<file path="config.mk">
export PLATFORM = sky130hd
export DESIGN_NAME = segment_lcd_shadow_packer_core
export DESIGN_NICKNAME = d
export VERILOG_FILES = /design/src/design/slsp_pkg.sv /design/src/design/slsp_datapath.sv /design/src/design/slsp_ctrl.sv /design/src/design/segment_lcd_shadow_packer_core.sv
export SDC_FILE = /design/constraint.sdc
export NUM_CORES = 1
export LEC_CHECK = 0
export BUFFER_PORTS_ARGS = -buffer_cell sky130_fd_sc_hd__buf_2
export CAP_MARGIN = 10
export CORE_AREA = 2 2 204 406
export DETAILED_ROUTE_END_ITERATION = 6
export DIE_AREA = 0 0 206 408
export PLACE_DENSITY_LB_ADDON = 0.25
export SLEW_MARGIN = 40
export SYNTH_ARGS = -nofsm -noshare
export SYNTH_HDL_FRONTEND = slang
export SYNTH_HIERARCHICAL = 1
export SYNTH_SLANG_ARGS = --single-unit
</file>
<file path="constraint.sdc">
create_clock -name clk -period 4.8 [get_ports clk]
set_input_delay 0.72 -clock clk [delete_from_list [all_inputs] [get_ports clk]]
set_output_delay 0.72 -clock clk [all_outputs]
set_load 0.02 [all_outputs]
</file>
<file path="src/design/slsp_pkg.sv">
`default_nettype none
package slsp_pkg;
	localparam int NPKT = 7;
	localparam int PW = 40;

	typedef enum logic [2:0] {
		OP_SYM = 3'd0, OP_DIG = 3'd1, OP_TCH = 3'd2, OP_BCH = 3'd3,
		OP_CLR = 3'd4, OP_FLUSH = 3'd5, OP_BL = 3'd6, OP_INIT = 3'd7
	} op_t;

	typedef struct packed {
		logic [2:0] pkt;
		logic [5:0] bit_pos;
	} bitref_t;

	// controller -> datapath
	typedef struct packed {
		logic       load;     // capture input transaction
		logic       apply;    // write captured display command into shadow
		logic       zero;     // zero all payloads
		logic       clr_mask; // clear dirty mask
		logic       emit;     // load output register
		logic [2:0] sel;      // packet number for emit
		logic [1:0] src;      // 0 status, 1 packet, 2 backlight, 3 init
		logic       status;
		logic       last;
	} cmd_t;

	localparam logic [1:0] SRC_STAT = 2'd0;
	localparam logic [1:0] SRC_PKT  = 2'd1;
	localparam logic [1:0] SRC_BL   = 2'd2;
	localparam logic [1:0] SRC_INIT = 2'd3;

	function automatic logic [7:0] pkt_hi(input logic [2:0] p);
		return (p == 3'd6) ? 8'h61 : 8'hC1;
	endfunction

	function automatic logic [7:0] pkt_lo(input logic [2:0] p);
		logic [7:0] r;
		case (p)
			3'd0: r = 8'h40;
			3'd1: r = 8'h45;
			3'd2: r = 8'h4A;
			3'd3: r = 8'h4F;
			3'd4: r = 8'h54;
			3'd5: r = 8'h59;
			3'd6: r = 8'h5E;
			default: r = 8'h00;
		endcase
		return r;
	endfunction

	function automatic bitref_t br(input int p, input int b);
		bitref_t r;
		r.pkt = 3'(p);
		r.bit_pos = 6'(b);
		return r;
	endfunction

	function automatic bitref_t sym_ref(input logic [4:0] i);
		bitref_t r;
		case (i)
			5'd0: r = br(0, 21);  5'd1: r = br(0, 22);  5'd2: r = br(1, 7);
			5'd3: r = br(2, 5);   5'd4: r = br(2, 6);   5'd5: r = br(2, 7);
			5'd6: r = br(3, 5);   5'd7: r = br(3, 6);   5'd8: r = br(3, 7);
			5'd9: r = br(3, 30);  5'd10: r = br(3, 31); 5'd11: r = br(4, 29);
			5'd12: r = br(4, 30); 5'd13: r = br(4, 39); 5'd14: r = br(5, 7);
			5'd15: r = br(5, 15); 5'd16: r = br(5, 23); 5'd17: r = br(5, 31);
			default: r = br(6, 7);
		endcase
		return r;
	endfunction

	// Packet/bit of segment s of digit d; the packet is the same for all segments but for digit 2
	function automatic bitref_t dig_ref(input logic [3:0] d, input logic [2:0] s);
		int b [7];
		int p;
		case (d)
			4'd1: begin p = 4; b = '{16, 21, 23, 15, 22, 13, 14}; end
			4'd4: begin p = 3; b = '{8, 13, 23, 15, 21, 14, 22}; end
			4'd5: begin p = 0; b = '{8, 13, 7, 15, 5, 14, 6}; end
			4'd6: begin p = 0; b = '{32, 37, 31, 39, 29, 38, 30}; end
			4'd7: begin p = 2; b = '{24, 29, 39, 31, 37, 30, 38}; end
			4'd8: begin p = 2; b = '{8, 13, 23, 15, 21, 14, 22}; end
			4'd9: begin p = 1; b = '{24, 29, 39, 31, 37, 30, 38}; end
			default: begin p = 1; b = '{6, 13, 23, 15, 21, 14, 22}; end
		endcase
		if (d == 4'd2) begin
			case (s)
				3'd0: return br(3, 32);
				3'd1: return br(3, 37);
				3'd2: return br(4, 7);
				3'd3: return br(3, 39);
				3'd4: return br(4, 5);
				3'd5: return br(3, 38);
				default: return br(4, 6);
			endcase
		end
		return br(p, b[s]);
	endfunction

	function automatic bitref_t top_ref(input logic [2:0] c, input logic [3:0] s);
		int g, o;
		bitref_t r;
		g = (s < 4) ? 0 : (s < 9) ? 1 : 2;
		o = (s < 4) ? int'(s) : (s < 9) ? int'(s) - 4 : int'(s) - 9;
		case ({c, 2'(g)})
			5'd0: r = br(4, 17); 5'd1: r = br(4, 8);  5'd2: r = br(4, 24);
			5'd4: r = br(3, 33); 5'd5: r = br(3, 24); 5'd6: r = br(4, 0);
			5'd8: r = br(3, 9);  5'd9: r = br(3, 0);  5'd10: r = br(3, 16);
			5'd12: r = br(0, 9); 5'd13: r = br(0, 16); 5'd14: r = br(0, 0);
			5'd16: r = br(0, 33); 5'd17: r = br(2, 32); 5'd18: r = br(0, 24);
			5'd20: r = br(2, 25); 5'd21: r = br(2, 16); 5'd22: r = br(1, 0);
			5'd24: r = br(2, 9); 5'd25: r = br(2, 0); 5'd26: r = br(1, 8);
			5'd28: r = br(1, 25); 5'd29: r = br(1, 16); default: r = br(1, 32);
		endcase
		r.bit_pos = r.bit_pos + 6'(o);
		return r;
	endfunction

	function automatic bitref_t bot_ref(input logic [1:0] c, input logic [3:0] s);
		int g, o;
		bitref_t r;
		case (s)
			4'd0: begin g = 1; o = 6; end
			4'd1: begin g = 0; o = 4; end
			4'd2: begin g = 1; o = 2; end
			4'd3: begin g = 0; o = 0; end
			4'd4: begin g = 1; o = 5; end
			4'd5: begin g = 1; o = 4; end
			4'd6: begin g = 1; o = 3; end
			4'd7: begin g = 1; o = 1; end
			4'd8: begin g = 1; o = 0; end
			4'd9: begin g = 0; o = 6; end
			4'd10: begin g = 0; o = 5; end
			4'd11: begin g = 0; o = 3; end
			4'd12: begin g = 0; o = 2; end
			default: begin g = 0; o = 1; end
		endcase
		case ({c, 1'(g)})
			3'd0: r = br(4, 32); 3'd1: r = br(5, 0);
			3'd2: r = br(5, 8);  3'd3: r = br(5, 16);
			3'd4: r = br(5, 24); 3'd5: r = br(5, 32);
			3'd6: r = br(6, 0);  default: r = br(6, 8);
		endcase
		r.bit_pos = r.bit_pos + 6'(o);
		return r;
	endfunction
endpackage
`default_nettype wire

</file>
<file path="src/design/slsp_datapath.sv">
`default_nettype none
module slsp_datapath (
	input  wire logic           clk,
	input  wire logic           arst_n,
	input  wire slsp_pkg::cmd_t cmd,
	input  wire logic [2:0]     op,
	input  wire logic [4:0]     index,
	input  wire logic [14:0]    value,
	output logic [6:0]          dirty,
	output logic                kind,
	output logic                status,
	output logic [7:0]          cmd_hi,
	output logic [7:0]          cmd_lo,
	output logic [39:0]         payload,
	output logic                last
);
	import slsp_pkg::*;

	logic [2:0]  op_q;
	logic [4:0]  idx_q;
	logic [14:0] val_q;
	logic [39:0] store_q [NPKT];
	logic [6:0]  dirty_q;
	logic [39:0] set_m [NPKT];
	logic [39:0] wr_m [NPKT];
	logic [14:0] v;
	bitref_t     r;

	always_ff @(posedge clk) begin
		if (cmd.load) begin
			op_q  <= op;
			idx_q <= index;
			val_q <= value;
		end
	end

	// Decode the captured command into per-packet write and set masks
	always_comb begin
		for (int p = 0; p < NPKT; p++) begin
			set_m[p] = '0;
			wr_m[p]  = '0;
		end
		v = val_q;
		if (v[14]) v = v | 15'h0840;
		r = '0;
		case (op_t'(op_q))
			OP_SYM: begin
				r = sym_ref(idx_q);
				wr_m[r.pkt][r.bit_pos] = 1'b1;
				set_m[r.pkt][r.bit_pos] = val_q[0];
			end
			OP_DIG: begin
				if (idx_q == 5'd0) begin
					wr_m[4][31] = 1'b1;
					set_m[4][31] = val_q[7];
				end else if (idx_q == 5'd3) begin
					wr_m[3][29] = 1'b1;
					set_m[3][29] = val_q[7];
				end else begin
					for (int s = 0; s < 7; s++) begin
						r = dig_ref(idx_q[3:0], 3'(s));
						wr_m[r.pkt][r.bit_pos] = 1'b1;
						set_m[r.pkt][r.bit_pos] = val_q[s];
					end
				end
			end
			OP_TCH: begin
				for (int s = 0; s < 14; s++) begin
					r = top_ref(idx_q[2:0], 4'(s));
					wr_m[r.pkt][r.bit_pos] = 1'b1;
					set_m[r.pkt][r.bit_pos] = v[s];
				end
			end
			OP_BCH: begin
				for (int s = 0; s < 14; s++) begin
					r = bot_ref(idx_q[1:0], 4'(s));
					wr_m[r.pkt][r.bit_pos] = 1'b1;
					set_m[r.pkt][r.bit_pos] = v[s];
				end
			end
			default: ;
		endcase
	end

	always_ff @(posedge clk or negedge arst_n) begin
		if (!arst_n) begin
			dirty_q <= '0;
			for (int p = 0; p < NPKT; p++) store_q[p] <= '0;
		end else begin
			if (cmd.zero) begin
				for (int p = 0; p < NPKT; p++) store_q[p] <= '0;
			end else if (cmd.apply) begin
				for (int p = 0; p < NPKT; p++) begin
					store_q[p] <= (store_q[p] & ~wr_m[p]) | set_m[p];
					if (|wr_m[p]) dirty_q[p] <= 1'b1;
				end
			end
			if (cmd.clr_mask) dirty_q <= '0;
		end
	end

	// Output register: holds the result until the controller sees it taken
	always_ff @(posedge clk) begin
		if (cmd.emit) begin
			status <= cmd.status;
			last   <= cmd.last;
			case (cmd.src)
				SRC_PKT: begin
					kind <= 1'b1; cmd_hi <= pkt_hi(cmd.sel);
					cmd_lo <= pkt_lo(cmd.sel); payload <= store_q[cmd.sel];
				end
				SRC_BL: begin
					kind <= 1'b1; cmd_hi <= 8'h64; cmd_lo <= 8'h12;
					payload <= 40'h000000FD01;
				end
				SRC_INIT: begin
					kind <= 1'b1; cmd_hi <= '0; cmd_lo <= '0; payload <= '0;
				end
				default: begin
					kind <= 1'b0; cmd_hi <= '0; cmd_lo <= '0; payload <= '0;
				end
			endcase
		end
	end

	assign dirty = dirty_q;
endmodule
`default_nettype wire

</file>
<file path="src/design/slsp_ctrl.sv">
`default_nettype none
module slsp_ctrl (
	input  wire logic           clk,
	input  wire logic           arst_n,
	input  wire logic           in_valid,
	output logic                in_stall,
	input  wire logic [2:0]     op,
	input  wire logic [4:0]     index,
	input  wire logic [6:0]     dirty,
	output logic                out_valid,
	input  wire logic           out_stall,
	output slsp_pkg::cmd_t      cmd
);
	import slsp_pkg::*;

	typedef enum logic [3:0] {
		ST_IDLE = 4'b0001, ST_APPLY = 4'b0010, ST_SWEEP = 4'b0100, ST_WAIT = 4'b1000
	} state_t;

	state_t     state_q;
	logic [2:0] op_q;
	logic [2:0] pos_q;
	logic [6:0] todo_q;
	logic       ovalid_q;
	logic       bad_q;
	logic       bad;
	logic       ofree;
	logic [6:0] rest;

	assign ofree     = !ovalid_q || !out_stall;
	assign in_stall  = (state_q != ST_IDLE);
	assign out_valid = ovalid_q;

	always_comb begin
		case (op_t'(op))
			OP_SYM: bad = (index > 5'd18);
			OP_DIG: bad = (index > 5'd10);
			OP_TCH: bad = (index > 5'd7);
			OP_BCH: bad = (index > 5'd3);
			default: bad = 1'b0;
		endcase
	end

	// packets left after the current sweep position
	assign rest = todo_q & ~((7'd2 << pos_q) - 7'd1);

	always_comb begin
		cmd = '0;
		cmd.sel = pos_q;
		case (state_q)
			ST_IDLE: begin
				cmd.load = in_valid;
				// zero the payloads before a clear sweeps them out
				cmd.zero = in_valid && (op_t'(op) == OP_CLR);
			end
			ST_APPLY: begin
				cmd.apply = ofree;
				cmd.emit  = ofree;
				cmd.src   = SRC_STAT;
				cmd.last  = 1'b1;
			end
			ST_SWEEP: begin
				if (ofree && todo_q[pos_q]) begin
					cmd.emit = 1'b1;
					cmd.src  = SRC_PKT;
					cmd.last = (rest == '0);
				end
				cmd.clr_mask = (op_t'(op_q) == OP_FLUSH) && ofree && (rest == '0);
			end
			ST_WAIT: begin
				cmd.emit   = ofree;
				cmd.last   = 1'b1;
				cmd.status = bad_q;
				if (bad_q) cmd.src = SRC_STAT;
				else if (op_t'(op_q) == OP_BL) cmd.src = SRC_BL;
				else if (op_t'(op_q) == OP_INIT) cmd.src = SRC_INIT;
				else cmd.src = SRC_STAT;
			end
			default: ;
		endcase
	end

	always_ff @(posedge clk or negedge arst_n) begin
		if (!arst_n) begin
			state_q  <= ST_IDLE;
			ovalid_q <= 1'b0;
			op_q     <= '0;
			pos_q    <= '0;
			todo_q   <= '0;
			bad_q    <= 1'b0;
		end else begin
			if (cmd.emit) ovalid_q <= 1'b1;
			else if (!out_stall) ovalid_q <= 1'b0;
			case (state_q)
				ST_IDLE: begin
					if (in_valid) begin
						op_q  <= op;
						pos_q <= '0;
						bad_q <= bad;
						case (op_t'(op))
							OP_CLR: begin
								todo_q  <= 7'h7F;
								state_q <= ST_SWEEP;
							end
							OP_FLUSH: begin
								todo_q  <= dirty;
								state_q <= (dirty == '0) ? ST_WAIT : ST_SWEEP;
							end
							OP_BL, OP_INIT: state_q <= ST_WAIT;
							default: state_q <= bad ? ST_WAIT : ST_APPLY;
						endcase
					end
				end
				ST_APPLY: if (ofree) state_q <= ST_IDLE;
				ST_SWEEP: begin
					if (ofree) begin
						if (rest == '0) state_q <= ST_IDLE;
						else pos_q <= pos_q + 3'd1;
					end
				end
				ST_WAIT: if (ofree) state_q <= ST_IDLE;
				default: state_q <= ST_IDLE;
			endcase
		end
	end
endmodule
`default_nettype wire

</file>
<file path="src/design/segment_lcd_shadow_packer_core.sv">
// Flow: an accepted transaction is handled in ST_APPLY, ST_WAIT or ST_SWEEP,
// which loads its results into the output register; flush and clear visit
// one packet slot per cycle while the output is not stalled, in order, up to
// the last slot they send, set by the sweep counter. One transaction is in
// work at a time, and a stalled waiting result holds the controller.
// Reset: asynchronous, clears shadow payloads, dirty mask and output valid.
`default_nettype none
module segment_lcd_shadow_packer_core (
	input  wire logic        clk,
	input  wire logic        arst_n,
	input  wire logic        in_valid,
	output logic             in_stall,
	input  wire logic [2:0]  op,
	input  wire logic [4:0]  index,
	input  wire logic [14:0] value,
	output logic             out_valid,
	input  wire logic        out_stall,
	output logic             kind,
	output logic             status,
	output logic [7:0]       cmd_hi,
	output logic [7:0]       cmd_lo,
	output logic [39:0]      payload,
	output logic             last
);
	import slsp_pkg::*;

	logic [6:0] dirty;
	cmd_t       cmd;

	// controller: accept a transaction only when idle, hold it until all its
	// results are loaded into the output register
	slsp_ctrl u_ctrl (
		.clk       (clk),
		.arst_n    (arst_n),
		.in_valid  (in_valid),
		.in_stall  (in_stall),
		.op        (op),
		.index     (index),
		.dirty     (dirty),
		.out_valid (out_valid),
		.out_stall (out_stall),
		.cmd       (cmd)
	);

	// datapath: shadow payloads, dirty mask, table decode and output register
	slsp_datapath u_dp (
		.clk     (clk),
		.arst_n  (arst_n),
		.cmd     (cmd),
		.op      (op),
		.index   (index),
		.value   (value),
		.dirty   (dirty),
		.kind    (kind),
		.status  (status),
		.cmd_hi  (cmd_hi),
		.cmd_lo  (cmd_lo),
		.payload (payload),
		.last    (last)
	);

	// a stalled result must not be overwritten
	a_no_overwrite: assert property (@(posedge clk) disable iff (!arst_n)
		(out_valid && out_stall) |-> !cmd.emit) else $error("result overwritten");
	// an accepted transaction keeps the input stalled on the next cycle
	a_busy: assert property (@(posedge clk) disable iff (!arst_n)
		(in_valid && !in_stall) |=> in_stall) else $error("accept while busy");
	// a flush that finishes leaves a clean mask
	a_flush_clean: assert property (@(posedge clk) disable iff (!arst_n)
		cmd.clr_mask |=> (dirty == '0)) else $error("mask not cleared");
endmodule
`default_nettype wire

</file>
==> flow_metrics.env, run 1 <==
export IMPL_status="completed"
export IMPL_clk_latency_ns=0.61
export IMPL_vias=23600
export IMPL_globalRouteOverflowTotal=0
export IMPL_initialDrtViolationCount=2542
export IMPL_io_pins=88
export IMPL_synth_ff_type="dfrtp_1"
export IMPL_switching_share_pct=35.4
export IMPL_critPathCapture="u_dp/store_q[101]$_DFFE_PN0P_"
export IMPL_setup_viol=0
export IMPL_worst_setup_path_type="reg -> reg"
export IMPL_cts_root_buf="clkbuf_16"
export IMPL_drive_above_1_share_pct=14.1
export IMPL_fp_row_count=148
export IMPL_initial_core_util_pct=29.7
export IMPL_clockBufferDepth=3
export IMPL_clock_sinks=391
export IMPL_tightest_slew_ns=0.986
export IMPL_placed_cell_area_mm2=0.0258
export IMPL_timing_final_ws_setup_ns=0.967
export IMPL_cts_max_level=2
export IMPL_yosysSeqAreaShare_pct=42.1
export IMPL_wl_per_cell_um=32.1
export IMPL_path_clk_slew_ns=0.07
export IMPL_grt_pass1_vias=23500
export IMPL_fmax_ghz=0.261
export IMPL_grt_max_degree=115
export IMPL_internal_power_mw=6.29
export IMPL_p_leak_nw=10.6
export IMPL_skew_ns=0.0222
export IMPL_hold_violations=0
export IMPL_relSlewSlack_pct=34.2
export IMPL_synth_distinct_cells=99
export IMPL_postRouteAntennaNets=0
export IMPL_yosysWarnings=6
export IMPL_rsz0062_at_grt="no"
export IMPL_fin_total_pwr_mw=9.74
export IMPL_r2r_start="u_dp/idx_q[1]$_DFFE_PP_"
export IMPL_grt_pass1_wl_um=173000
export IMPL_die_h_um=408
export IMPL_drc=0
export IMPL_cp_data_required_time_ns=5.27
export IMPL_p_sw_mw=3.45
export IMPL_power_frac_clock_pct=34.5
export IMPL_yosys_area_top_type="dfrtp_1"
export IMPL_vdd_drop_max_mv=0.193
export IMPL_drt_pass1_iter_count=5
export IMPL_place_ws_ns=1.15
export IMPL_fin_crit_ns=3.83
export IMPL_area_growth_pct=12.8
export IMPL_wl_um=122000
export IMPL_synth_edff_count=77
export IMPL_fin_crit_sh_pct=79.9
export IMPL_dp_hpwl_um=87600
export IMPL_avgSynthCellArea_um2=8.80
export IMPL_synth_top_area_share_pct=31.7
export IMPL_power_frac_comb_pct=23.6
export IMPL_cts_resized=0
export IMPL_worstSetupStartpointType="flip-flop"
export IMPL_layout_cells_non_filler=3792
export IMPL_die_area_mm2=0.0840
export IMPL_port_buffers=82
export IMPL_synthTopCellsByCount="nor2_1, dfrtp_1, nand2_1, clkbuf_1, o21ai_0"
export IMPL_final_nets=2763
export IMPL_die_w_um=206
export IMPL_dp_cells=3721
export IMPL_synth_most_common_cell="nor2_1"
export IMPL_final_max_slew_viol_count=0
export IMPL_yosys_top_cells_area="dfrtp_1, edfxtp_1, nor2_1"
export IMPL_numCtsBuffers=39
export IMPL_seq_power_share_pct=41.8
export IMPL_cp_max_fo=41
export IMPL_synth_seq_cells=391
export IMPL_async_flop_share_pct=78.3
export IMPL_end_kind="flip-flop"
export IMPL_core_area_mm2=0.0811
export IMPL_p_per_area_mw_per_mm2=359
export IMPL_startpoint="u_dp/idx_q[1]$_DFFE_PP_"
export IMPL_r2r_cells=10
export IMPL_post_cts_setup_buffers=0
export IMPL_r2r_setup_slack_ns=0.97
export IMPL_cts_tree="done"
export IMPL_stdcell_area_mm2=0.0272
export IMPL_postCtsHoldBufs=0
export IMPL_tns_ns=0
export IMPL_antenna_found_initial=2
export IMPL_drv_cap=0
export IMPL_netlist_instances=2736
export IMPL_via_per_inst=6.21
export IMPL_r2r_end="u_dp/store_q[101]$_DFFE_PN0P_"
export IMPL_cp_arrival_ns=4.31
export IMPL_hp_class="in -> async"
export IMPL_syn_area_mm2=0.0241
export IMPL_grtUsageTotal_pct=28.7
export IMPL_routabilityCongestion=1.04
## flip-flops by register name (all words and copies together), names as in the netlist, named ones only
register,cells
u_ctrl/bad_q,1
u_ctrl/out_valid,1
u_dp/store_q,280
u_ctrl/op_q,3
u_dp/kind,1
u_dp/last,1
u_ctrl/todo_q,7
u_dp/cmd_lo,6
u_dp/payload,40
u_dp/val_q,15
u_dp/idx_q,5
u_ctrl/pos_q,3
u_ctrl/state_q,4
u_dp/status,1
u_dp/dirty,7
u_dp/op_q,3
u_dp/cmd_hi,5
## metal layers
metal	part of all wire, %	GRT usage (%)
met5	0	0
met4	12	27.2
met3	6.5	4.36
met2	49	49.0
met1	33	29.6
## critical path: stages, from the launching register on
cell      delay (ns)
edfxtp_1        0.57
inv_1           0.25
ha_1            0.22
buf_4           0.44
nand4b_1        0.77
nor3_2          0.30
buf_4           0.28
a21o_1          0.38
o21ai_0         0.17
a22oi_1         0.22
nor2_1          0.05
## final cells by class
class,count,area [um^2]
clock inverter,19,223
clock buffer,51,1100
tap,1050,1310
fill,8398,53900
multi-input combinational,2051,12800
timing repair buffer,208,1470
inverter,21,80.1
sequential,391,10100
antenna,1,2.50
## kinds of logic after synthesis
| logic type | after synthesis | share of synthesized area (%) |
|---|---|---|
| other | 1 | 0.0156 |
| adders and majority gates | 24 | 1.25 |
| muxes | 159 | 8.81 |
| AOI/OAI and AO/OA | 847 | 23.0 |
| xor gates and xnor gates | 10 | 0.364 |
| buffers and inverters | 298 | 5.02 |
| and+or+nand+nor | 1006 | 19.4 |
| DFF | 391 | 42.1 |
## worst min-delay path by stage
stage	endpoint	cells after the start
5_1_grt	u_dp/store_q[40]$_DFFE_PN0P_	1
4_1_cts	u_dp/store_q[40]$_DFFE_PN0P_	1
3_5_place_dp	u_ctrl/op_q[1]$_DFFE_PN0P_	2
3_3_place_gp	u_dp/store_q[266]$_DFFE_PN0P_	2
6_report	u_dp/store_q[40]$_DFFE_PN0P_	1
2_1_floorplan	u_ctrl/bad_q$_DFFE_PN0P_	0
## power groups by stage
stage,sequential (mW),combinational (mW),clock [mW]
global route,4.10,2.42,3.54
global placement,4.11,2.21,0
floorplan,3.99,1.39,0
CTS,4.06,2.25,3.43
finish,4.08,2.30,3.36
detailed placement,4.13,2.24,0
## layout by cell type (no fill, tap or decap), drive strengths merged, types with 13 or more instances in the layout
cell,count
a211oi,60
nor3,46
clkbuf,51
mux4,41
ha,24
o211ai,45
nand3,77
nand2b,17
a311oi,29
edfxtp,77
o21ai,217
inv,23
buf,208
and3,19
dfrtp,305
nand2,248
a22oi,104
a21oi,168
nor3b,14
nor2b,18
mux2i,107
o22ai,63
nor2,459
a22o,27
or3,13
a31oi,21
nor4,15
## through the flow
step | util (%) | hold slack (ns)
after detailed placement | 31.8 | 0.479
after CTS | 33.5 | 0.0967
after global placement | 31.8 | 0.462
after global routing | 33.5 | 0.0982
after floorplan | - | 0.424
final | 33.5 | 0.0553
Note: power is estimated with default switching activity, not from simulation.
==> inputs of run 2 (changes only) <==
==> constraint.sdc (replaced) <==
create_clock -name clk -period 3.3 [get_ports clk]
set_input_delay 0.495 -clock clk [delete_from_list [all_inputs] [get_ports clk]]
set_output_delay 0.495 -clock clk [all_outputs]
set_load 0.02 [all_outputs]
==> run 2 against run 1 <==
Critical path depth is 4 lower; die area stayed put; clock-buffer cell count fell by 5; wire length increased by 2.1%; first-iteration DRC count down 11%; utilization up 1.3 points; non-clock buffer count grew 124; clock power grew 40%; via count increased by 2.3%; sequential share of layout area down 1.4 points; maximum frequency up 21%; register-to-register slack got worse by 0.83 ns.
==> flow_metrics.env, run 2 (synthesized netlist as in run 1, its figures left out) <==
export IMPL_status="completed"
export IMPL_final_common_cell="nor2_1"
export IMPL_largest_register_ffs=280
export IMPL_regMostFlops="u_dp/store_q"
export IMPL_dp_hpwl_um=92600
export IMPL_fin_crit_ns=3.16
export IMPL_fin_crit_sh_pct=95.8
export IMPL_core_area_mm2=0.0811
export IMPL_end_kind="flip-flop"
export IMPL_numCtsBuffers=38
export IMPL_drv_cap=0
export IMPL_post_cts_setup_buffers=0
export IMPL_wl_um=124000
export IMPL_grt_pass1_wl_um=177000
export IMPL_cts_max_level=2
export IMPL_clock_sinks=391
export IMPL_hold_violations=0
export IMPL_antenna_found_initial=2
export IMPL_cp_data_required_time_ns=3.78
export IMPL_io_pins=88
export IMPL_via_per_inst=6.15
export IMPL_timing_final_ws_setup_ns=0.138
export IMPL_cp_arrival_ns=3.64
export IMPL_final_nets=2886
export IMPL_globalRouteOverflowTotal=0
export IMPL_cts_resized=0
export IMPL_power_frac_comb_pct=24.8
export IMPL_postRouteAntennaNets=0
export IMPL_p_sw_mw=5.07
export IMPL_p_per_area_mw_per_mm2=504
export IMPL_grt_max_degree=101
export IMPL_drive_above_1_share_pct=17.5
export IMPL_cp_max_fo=10
export IMPL_worst_setup_path_type="reg -> reg"
export IMPL_vias=24100
export IMPL_place_ws_ns=0.206
export IMPL_power_frac_clock_pct=33.1
export IMPL_relSlewSlack_pct=35.0
export IMPL_path_clk_slew_ns=0.08
export IMPL_die_area_mm2=0.0840
export IMPL_clk_latency_ns=0.59
export IMPL_fmax_ghz=0.316
export IMPL_die_h_um=408
export IMPL_cts_root_buf="clkbuf_16"
export IMPL_skew_ns=0.0317
export IMPL_seq_power_share_pct=42.1
export IMPL_routabilityCongestion=0.971
export IMPL_rsz0062_at_grt="no"
export IMPL_switching_share_pct=35.7
export IMPL_wl_per_cell_um=31.8
export IMPL_grt_pass1_vias=24200
export IMPL_register_area_mm2=0.0101
export IMPL_fp_row_count=148
export IMPL_multi_input_area_mm2=0.0128
export IMPL_die_w_um=206
export IMPL_setup_viol=0
export IMPL_reg_top3="u_dp/store_q x280, u_dp/payload x40, u_dp/val_q x15"
export IMPL_vdd_drop_max_mv=0.280
export IMPL_cts_tree="done"
export IMPL_internal_power_mw=9.15
export IMPL_nFillCells=8293
export IMPL_final_max_slew_viol_count=0
export IMPL_layout_common_cells="nor2_1, dfrtp_1, nand2_1, buf_4, o21ai_0"
export IMPL_tns_ns=0
export IMPL_area_growth_pct=17.3
export IMPL_p_leak_nw=11.2
export IMPL_port_buffers=82
export IMPL_grtUsageTotal_pct=29.4
export IMPL_worstSetupStartpointType="flip-flop"
export IMPL_initialDrtViolationCount=2270
export IMPL_drt_pass1_iter_count=5
export IMPL_clockBufferDepth=3
export IMPL_drc=0
export IMPL_tightest_slew_ns=0.965
export IMPL_initial_core_util_pct=29.7
export IMPL_hp_class="in -> reg"
[run 2: worst paths after layout]
check,startpoint,depth (start not counted),slack [ns],to
min reg2reg,u_dp/store_q[266]$_DFFE_PN0P_,2,0.50,u_dp/store_q[266]$_DFFE_PN0P_
max,u_dp/op_q[1]$_DFFE_PP_,6,0.14,u_dp/dirty[3]$_DFFE_PN0P_
max in group asynchronous,arst_n,4,1.89,u_dp/store_q[168]$_DFFE_PN0P_
min in group asynchronous,arst_n,2,0.36,u_dp/store_q[195]$_DFFE_PN0P_
max reg2reg,u_dp/op_q[1]$_DFFE_PP_,6,0.14,u_dp/dirty[3]$_DFFE_PN0P_
min,value[10],1,0.1,u_dp/val_q[10]$_DFFE_PP_
[run 2: worst max-delay path, cell delays in order (launching register included)]
cell and delay (ns):
edfxtp_1 0.65, or3b_1 0.51, or3_1 0.57, nor2_2 0.71, a21oi_1 0.20, buf_4 0.22
a311oi_1 0.20
[run 2: through the flow]
| step | hold slack (ns) | cells | power (mW) | utilization, % | area (um^2) |
|---|---|---|---|---|---|
| 6_report | 0.0958 | 3916 | 14.2 | 34.8 | 28200 |
| 3_5_place_dp | 0.483 | 3843 | 9.49 | 33.2 | 26900 |
| 2_1_floorplan | 0.199 | 2740 | 7.83 | - | 24100 |
| 3_3_place_gp | 0.476 | 3839 | 9.41 | 33.1 | 26900 |
| 5_1_grt | 0.0859 | 3913 | 14.7 | 34.8 | 28200 |
| 4_1_cts | 0.0730 | 3912 | 14.2 | 34.8 | 28200 |
[run 2: what timing repair did]
| item | CTS | global route |
|---|---|---|
| endpoints found under the hold margin | 19 | 0 |
| hold buffers | 1 | 0 |
| endpoints found under the setup margin | 0 | 0 |
[run 2: cell type report]
class	count	share of cell area, %
repair buffers	332	9.27
inverters	21	0.284
multi-input cells	2051	45.4
clock inverters	22	0.829
diodes	3	0.0266
flip-flops and latches	391	35.9
clock buffers	46	3.62
well taps	1050	4.65
[run 2: metal layers]
metal,vias to the layer above,GRT usage (%),wire length [um]
li1,10200,-,-
met1,12000,30.2,40800
met3,532,3.40,6930
met5,-,0,10
met4,2,27.1,14000
met2,1311,51.2,62600
[run 2: power groups by stage]
stage	combinational (mW)	sequential [mW]	clock, mW
after detailed placement	3.43	6.05	0
final	3.52	5.99	4.71
after global routing	3.73	6.01	4.97
after CTS	3.45	5.96	4.79
after floorplan	2.03	5.80	0
after global placement	3.35	6.06	0
